**src/hw/rtl/bclx_pkg.sv**
```systemverilog
// Shared types and constants for the brace config lexer checker.
package bclx_pkg;

	localparam int NEST_W = 5;

	// Character codes
	localparam logic [7:0] CH_TAB    = 8'h09;
	localparam logic [7:0] CH_LF     = 8'h0A;
	localparam logic [7:0] CH_CR     = 8'h0D;
	localparam logic [7:0] CH_SPACE  = 8'h20;
	localparam logic [7:0] CH_DQUOTE = 8'h22;
	localparam logic [7:0] CH_HASH   = 8'h23;
	localparam logic [7:0] CH_SQUOTE = 8'h27;
	localparam logic [7:0] CH_SEMI   = 8'h3B;
	localparam logic [7:0] CH_BSLASH = 8'h5C;
	localparam logic [7:0] CH_LBRACE = 8'h7B;
	localparam logic [7:0] CH_RBRACE = 8'h7D;

	// Character roles
	localparam logic [2:0] ROLE_DROP    = 3'd0;
	localparam logic [2:0] ROLE_TEXT    = 3'd1;
	localparam logic [2:0] ROLE_OPEN    = 3'd2;
	localparam logic [2:0] ROLE_CLOSE   = 3'd3;
	localparam logic [2:0] ROLE_STMT    = 3'd4;
	localparam logic [2:0] ROLE_COMMENT = 3'd5;

	// Status codes
	localparam logic [1:0] ST_RUNNING = 2'd0;
	localparam logic [1:0] ST_ACCEPT  = 2'd1;
	localparam logic [1:0] ST_ERROR   = 2'd2;

	typedef enum logic [2:0] {
		MODE_WS      = 3'd0,
		MODE_WORD    = 3'd1,
		MODE_DQ      = 3'd2,
		MODE_DQ_ESC  = 3'd3,
		MODE_SQ      = 3'd4,
		MODE_SQ_ESC  = 3'd5,
		MODE_COMMENT = 3'd6,
		MODE_AFTERQ  = 3'd7
	} lex_mode_t;

	typedef enum logic [2:0] {
		KIND_START  = 3'd0,
		KIND_NORMAL = 3'd1,
		KIND_OPEN   = 3'd2,
		KIND_CLOSE  = 3'd3,
		KIND_END    = 3'd4
	} tok_kind_t;

	typedef struct packed {
		logic [7:0] char_code;
		logic       is_end;
	} text_item_t;

	typedef struct packed {
		logic [7:0]        byte_out;
		logic [2:0]        char_role;
		logic              word_start;
		logic              word_done;
		logic              new_statement;
		logic [NEST_W-1:0] nest_depth;
		logic [1:0]        status;
	} token_item_t;

	function automatic logic is_delim(input logic [7:0] c);
		return (c == CH_SPACE) || (c == CH_TAB) || (c == CH_LF) || (c == CH_CR) ||
			(c == CH_SEMI) || (c == CH_LBRACE) || (c == CH_RBRACE);
	endfunction

endpackage

```
**src/hw/rtl/bclx_step.sv**
```systemverilog
// One lexer step: next state and result beat for one text item.
module bclx_step #(
	parameter int MAX_DEPTH = 16,
	parameter int DEPTH_W   = 5
) (
	input  bclx_pkg::text_item_t  item,
	input  bclx_pkg::lex_mode_t   mode,
	input  bclx_pkg::tok_kind_t   kind,
	input  logic [DEPTH_W-1:0]    depth,
	input  logic                  err,
	output bclx_pkg::lex_mode_t   nxt_mode,
	output bclx_pkg::tok_kind_t   nxt_kind,
	output logic [DEPTH_W-1:0]    nxt_depth,
	output logic                  nxt_err,
	output bclx_pkg::token_item_t res
);
	import bclx_pkg::*;

	localparam int EXT_W = (DEPTH_W > NEST_W) ? DEPTH_W : NEST_W;
	localparam logic [DEPTH_W-1:0] DEPTH_MAX = DEPTH_W'(MAX_DEPTH);

	logic [7:0]       c;
	logic [2:0]       role;
	logic             ws;
	logic             wd;
	logic             ns;
	logic             do_between;
	logic             bad;
	logic [EXT_W-1:0] depth_ext;

	assign c = item.char_code;

	always_comb begin
		nxt_mode   = mode;
		nxt_kind   = kind;
		nxt_depth  = depth;
		nxt_err    = err;
		role       = ROLE_DROP;
		ws         = 1'b0;
		wd         = 1'b0;
		ns         = 1'b0;
		do_between = 1'b0;
		bad        = 1'b0;
		res        = '0;
		depth_ext  = EXT_W'(depth);

		if (item.is_end) begin
			bad = err || !(mode == MODE_WS || mode == MODE_COMMENT) ||
				!(kind == KIND_START || kind == KIND_END || kind == KIND_CLOSE) ||
				(depth != '0);
			res.nest_depth = depth_ext[NEST_W-1:0];
			res.status     = bad ? ST_ERROR : ST_ACCEPT;
			// rearm
			nxt_mode  = MODE_WS;
			nxt_kind  = KIND_START;
			nxt_depth = '0;
			nxt_err   = 1'b0;
		end else begin
			unique case (mode)
				MODE_WS: begin
					do_between = 1'b1;
				end
				MODE_WORD: begin
					if (is_delim(c)) begin
						wd         = 1'b1;
						nxt_mode   = MODE_WS;
						do_between = 1'b1;
					end else begin
						role = ROLE_TEXT;
					end
				end
				MODE_DQ, MODE_SQ: begin
					if (c == ((mode == MODE_DQ) ? CH_DQUOTE : CH_SQUOTE)) begin
						role     = ROLE_TEXT;
						nxt_mode = MODE_AFTERQ;
					end else if (c == CH_BSLASH) begin
						role     = ROLE_DROP;
						nxt_mode = (mode == MODE_DQ) ? MODE_DQ_ESC : MODE_SQ_ESC;
					end else begin
						role = ROLE_TEXT;
					end
				end
				MODE_DQ_ESC: begin
					role     = ROLE_TEXT;
					nxt_mode = MODE_DQ;
				end
				MODE_SQ_ESC: begin
					role     = ROLE_TEXT;
					nxt_mode = MODE_SQ;
				end
				MODE_COMMENT: begin
					if (c == CH_LF || c == CH_CR) begin
						role     = ROLE_DROP;
						nxt_mode = MODE_WS;
					end else begin
						role = ROLE_COMMENT;
					end
				end
				MODE_AFTERQ: begin
					wd = 1'b1;
					if (!is_delim(c)) nxt_err = 1'b1;
					nxt_mode   = MODE_WS;
					do_between = 1'b1;
				end
			endcase

			if (do_between) begin
				priority if (c == CH_LBRACE) begin
					role = ROLE_OPEN;
					if (kind != KIND_NORMAL) nxt_err = 1'b1;
					if (depth >= DEPTH_MAX) nxt_err = 1'b1;
					else nxt_depth = depth + 1'b1;
					nxt_kind = KIND_OPEN;
				end else if (c == CH_RBRACE) begin
					role = ROLE_CLOSE;
					if (!(kind == KIND_OPEN || kind == KIND_END || kind == KIND_CLOSE))
						nxt_err = 1'b1;
					if (depth == '0) nxt_err = 1'b1;
					else nxt_depth = depth - 1'b1;
					nxt_kind = KIND_CLOSE;
				end else if (c == CH_SEMI) begin
					role = ROLE_STMT;
					if (kind != KIND_NORMAL) nxt_err = 1'b1;
					nxt_kind = KIND_END;
				end else if (c == CH_HASH) begin
					role     = ROLE_COMMENT;
					nxt_mode = MODE_COMMENT;
				end else if (c == CH_SPACE || c == CH_TAB || c == CH_LF || c == CH_CR) begin
					role = ROLE_DROP;
				end else begin
					role     = ROLE_TEXT;
					ws       = 1'b1;
					ns       = (kind != KIND_NORMAL);
					nxt_kind = KIND_NORMAL;
					nxt_mode = (c == CH_DQUOTE) ? MODE_DQ :
						(c == CH_SQUOTE) ? MODE_SQ : MODE_WORD;
				end
			end

			depth_ext         = EXT_W'(nxt_depth);
			res.byte_out      = c;
			res.char_role     = role;
			res.word_start    = ws;
			res.word_done     = wd;
			res.new_statement = ns;
			res.nest_depth    = depth_ext[NEST_W-1:0];
			res.status        = nxt_err ? ST_ERROR : ST_RUNNING;
		end
	end

endmodule

```
**config.mk**
```make
export PLATFORM = sky130hd
export DESIGN_NAME = bclx_step
export DESIGN_NICKNAME = d
export VERILOG_FILES = /design/src/hw/rtl/bclx_pkg.sv /design/src/hw/rtl/bclx_step.sv
export SDC_FILE = /design/constraint.sdc
export NUM_CORES = 1
export LEC_CHECK = 0
export ABC_AREA = 1
export BUFFER_PORTS_ARGS = -buffer_cell sky130_fd_sc_hd__buf_2
export CELL_PAD_IN_SITES_DETAIL_PLACEMENT = 1
export CELL_PAD_IN_SITES_GLOBAL_PLACEMENT = 2
export CORE_UTILIZATION = 24
export DETAILED_ROUTE_END_ITERATION = 8
export PLACE_DENSITY = 0.9
export REMOVE_ABC_BUFFERS = 1
export SYNTH_ARGS = -nofsm -noshare
export SYNTH_HDL_FRONTEND = slang
export SYNTH_SLANG_ARGS = --single-unit
```
**constraint.sdc**
```tcl
create_clock -name vclk -period 3.1
set_input_delay 0.465 -clock vclk [all_inputs]
set_output_delay 0.465 -clock vclk [all_outputs]
set_load 0.05 [all_outputs]
```
**Word-level counts from Yosys, hierarchy flattened**

Index checks and enable logic that the tools add are counted.

- Memories kept: 0
- Bits in latches: 0
- RAM bits: 0
- Output and inout bits: 33
- Register bits after elaboration: 0
- ROM bits: 0
- Input bits: 21
- Logic and storage cells: 122

- Divide/modulo/power cells: 0
- Reduce and logical (&&, ||, !) cells: 24
- Eq/ne operators: 23
- Magnitude comparators: 1
- $mul: 0
- Add/sub/neg operators: 2
- Shift-type cells: 0
- Mux-type cells: 72
- Bitwise logic cells: 0

Operator list:

| cell | count |
|---|---|
| 3-bit two-way mux | 28 |
| 8-bit by 6-bit equality test with 1-bit output, second input constant | 5 |
| 1-bit two-way mux | 30 |
| 5-bit two-way mux | 6 |
| 8-bit by 4-bit equality test with 1-bit output, second input constant | 3 |
| 8-bit by 7-bit equality test with 1-bit output, second input constant | 3 |
| 3-bit one-hot mux with 6 select lines | 1 |
| 3-bit equality test, second input constant | 5 |
| 1-bit logical OR | 15 |
| 14-bit two-way mux | 1 |
| 3-bit by 2-bit equality test with 1-bit output, second input constant | 4 |
| 3-bit one-hot mux with 4 select lines | 1 |
| 8-bit by 6-bit equality test with 1-bit output | 1 |
| 7-bit two-way mux | 1 |
| 3-bit logical NOT | 2 |
| 2-bit OR reduction | 3 |
| 5-bit by 1-bit adder with 5-bit output, second input constant | 1 |
| 5-bit >= comparator, second input constant | 1 |
| 5-bit logical NOT | 1 |
| 5-bit nonzero test | 1 |
| 5-bit by 1-bit subtractor with 5-bit output, second input constant | 1 |
| 2-bit two-way mux | 2 |
| 1-bit one-hot mux with 2 select lines | 2 |
| 3-bit by 1-bit equality test with 1-bit output, second input constant | 1 |
| 2 further kinds | 3 |

**Depth between registers and ports, before layout**

- Depth after elaboration: 17
- Mapped depth: 13
- Depth with buffers taken out: 13

**Least setup slack after synthesis**

No wires, ideal clock.

- Kind: input to output
- Start point: in depth[2]
- End point: out res[0] (netlist bit)
- Buffers on the path: 1
- Stages on the path: 4
- Data required time: 2635 ps
- Slack: 56 ps
- Arrival time: 2579 ps
- Path through: clkbuf_1 nor2_1 nand3_1 nor4_1

RTL lines:

| what | line | text |
|---|---|---|
| start, declared | bclx_step.sv:9 | `input logic [DEPTH_W-1:0] depth,` |
| end, declared | bclx_step.sv:15 | `output bclx_pkg::token_item_t res` |

==> results.py <==
metrics = {
    "yosys": {
        "syn_avg_cell_area_sq_um": 4.71,
        "yosys_warnings": 0,
        "syn_inst": 279,
        "netlist-cell-type-count": 33,
        "seq_area_frac_synth_pct": 0,
        "synth_area_leaders": "nand2_1 26%, nor2_1 13%, nand3_1 9.9%",
        "netlist_area_sq_mm": 0.00131,
        "synth_top_area_share_pct": 26.0,
        "yosys-top-cells-count": "91 x nand2_1, 45 x nor2_1, 34 x inv_1",
        "synth_top_area_cell": "nand2_1",
        "yosysMostFrequentCell": "nand2_1",
    },
    "sta": {
        "drv_slew": 0,
        "setup_viol": 0,
        "tns_ns": 0,
        "tightest_slew_ns": 0.522,
        "setup_ws_ns": 0.437,
        "fmax_ghz": 0.375,
        "maxSlewHeadroom_pct": 65.2,
        "fin_crit_sh_pct": 85.9,
        "period_needed_ns": 2.66,
        "grt_setup_unrepaired": "false",
        "hold_viol": 0,
    },
    "power_and_ir_drop": {
        "pwr_density_cell_mw_per_mm2": 170,
        "pwr-share-clk_pct": 0,
        "power_mw": 0.279,
        "intPower_mw": 0.0681,
        "leakage_nw": 1.01,
        "ir_worst_vdd_mv": 0.0663,
        "netSwitchingFraction_pct": 75.6,
        "p_sw_mw": 0.211,
        "pwr-share-seq_pct": 0,
        "comb_power_share_pct": 100.0,
    },
    "global_route": {
        "grt_max_degree": 28,
        "grt_overflow_total": 0,
        "grt_pass1_wl_mm": 8.27,
        "grt_pass1_vias": 1781,
        "antenna_found_initial": 0,
        "grtUsageTotal_pct": 16.8,
    },
    "finish": {
        "num-fill-cells": 780,
        "nFlopsAndLatches": 0,
        "final_area_sq_mm": 0.00165,
        "post-route-util_pct": 31.7,
        "regArea_sq_um": 0,
        "diodes": 0,
        "drive_above_1_share_pct": 24.4,
        "syn2layout_area_growth_pct": 25.4,
        "multi_input_area_sq_mm": 0.00113,
        "fin_nets": 354,
        "num-clock-buffers": 0,
    },
    "setup_path": {
        "critical_path_class": "primary input to primary output",
        "critPathMaxFanout": 7,
        "end_kind": "primary output",
        "startpoint_type": "primary input",
        "required_ns": 2.63,
        "worstPathArrival_ns": 2.20,
    },
    "clock_tree": {
        "post_cts_buffers": 0,
        "cts_resized": 0,
        "cts-hold-fix-buffers": 0,
    },
    "run_status": {
        "outcome": "finished, final reports clean",
    },
    "die": {
        "start_util_pct": 25.2,
        "die_h_um": 76.0,
        "core.rowCount": 26,
        "ios": 54,
        "coreArea_sq_mm": 0.00520,
        "die_x_um": 76.0,
        "dieArea_sq_mm": 0.00577,
    },
    "drt": {
        "drtAntennaViolNets": 0,
        "firstDrtPassIters": 4,
        "drc": 0,
        "highest_layer": "met3",
        "drt_iter0_markers": 61,
        "vias_per_cell": 4.72,
        "wl_mm": 4.82,
        "wl_met3_um": 200,
        "dr_total_vias": 1879,
        "met2_length_mm": 2.13,
        "wl_met1_mm": 2.50,
        "routedWlPerCell_um": 12.1,
    },
    "flow_run": {
        "maxCapViolations": 0,
    },
    "placed_design": {
        "gp_congestion": 0.870,
        "port_buffers": 54,
        "place_area_sq_mm": 0.00165,
        "dpl.hpwl_mm": 4.05,
        "pre_cts_ws_ns": 0.409,
    },
    "min_path": {
        "hp-class": "primary input to primary output",
    },
}
-- logic make-up after synthesis --
| logic type | after synthesis | share of synthesized area, % |
|---|---|---|
| simple gates | 190 | 65.3 |
| buf+inv | 46 | 13.8 |
| compound gates | 38 | 16.7 |
| fa+ha+maj | 3 | 2.86 |
| xor+xnor | 2 | 1.33 |
-- path summary, 6_finish.rpt --
| kind | start | end | slack [ns] | cells after the start |
|---|---|---|---|---|
| setup / recovery | depth[0] | res[2] | 0.44 | 13 |
| hold / removal | item[7] | res[19] | 1.34 | 4 |
-- routing by layer --
layer  vias to the layer above  global-route usage, %
li1                        988                      -
met1                       858                   25.5
met3                         0                  0.719
met5                         -                      0
met4                         0                      0
met2                        33                   27.5
-- through the flow --
step	cells	hold slack, ns
final	398	1.34
after global routing	398	1.37
after CTS	398	1.34
after detailed placement	398	1.34
after global placement	398	1.34
after floorplan	273	1.02
-- power by group through the flow --
| stage | sequential, mW | clock (mW) | combinational (mW) |
|---|---|---|---|
| after detailed placement | 0 | 0 | 0.281 |
| after CTS | 0 | 0 | 0.282 |
| after floorplan | 0 | 0 | 0.199 |
| after global placement | 0 | 0 | 0.278 |
| after global routing | 0 | 0 | 0.306 |
| final | 0 | 0 | 0.279 |
-- final cells by class --
type,count,share of cell area (%)
repair buffers,55,16.9
multi-input cells,233,68.7
well taps,70,5.32
inverters,40,9.11
-- worst max-delay path, cell delays in order --
cell	delay [ns]
buf_2	0.13
inv_1	0.19
ha_1	0.18
nand3_1	0.27
xor2_1	0.24
nand2_1	0.08
o21ai_0	0.08
nand2_1	0.06
nand2_1	0.04
nand2_1	0.07
nand3_2	0.08
nand2_1	0.07
buf_2	0.25
-- layout by cell type, fill, tap and decap left out, drive strengths merged, types with 2 or more instances in the layout --
| cell type | instances |
|---|---|
| nand2 | 97 |
| buf | 55 |
| nor2 | 50 |
| inv | 39 |
| nand3 | 27 |
| o21ai | 20 |
| a21oi | 12 |
| nor3 | 10 |
| ha | 3 |
| nand4 | 2 |
| o31ai | 2 |
| xor2 | 2 |
Power figures use the tool's default switching activity.
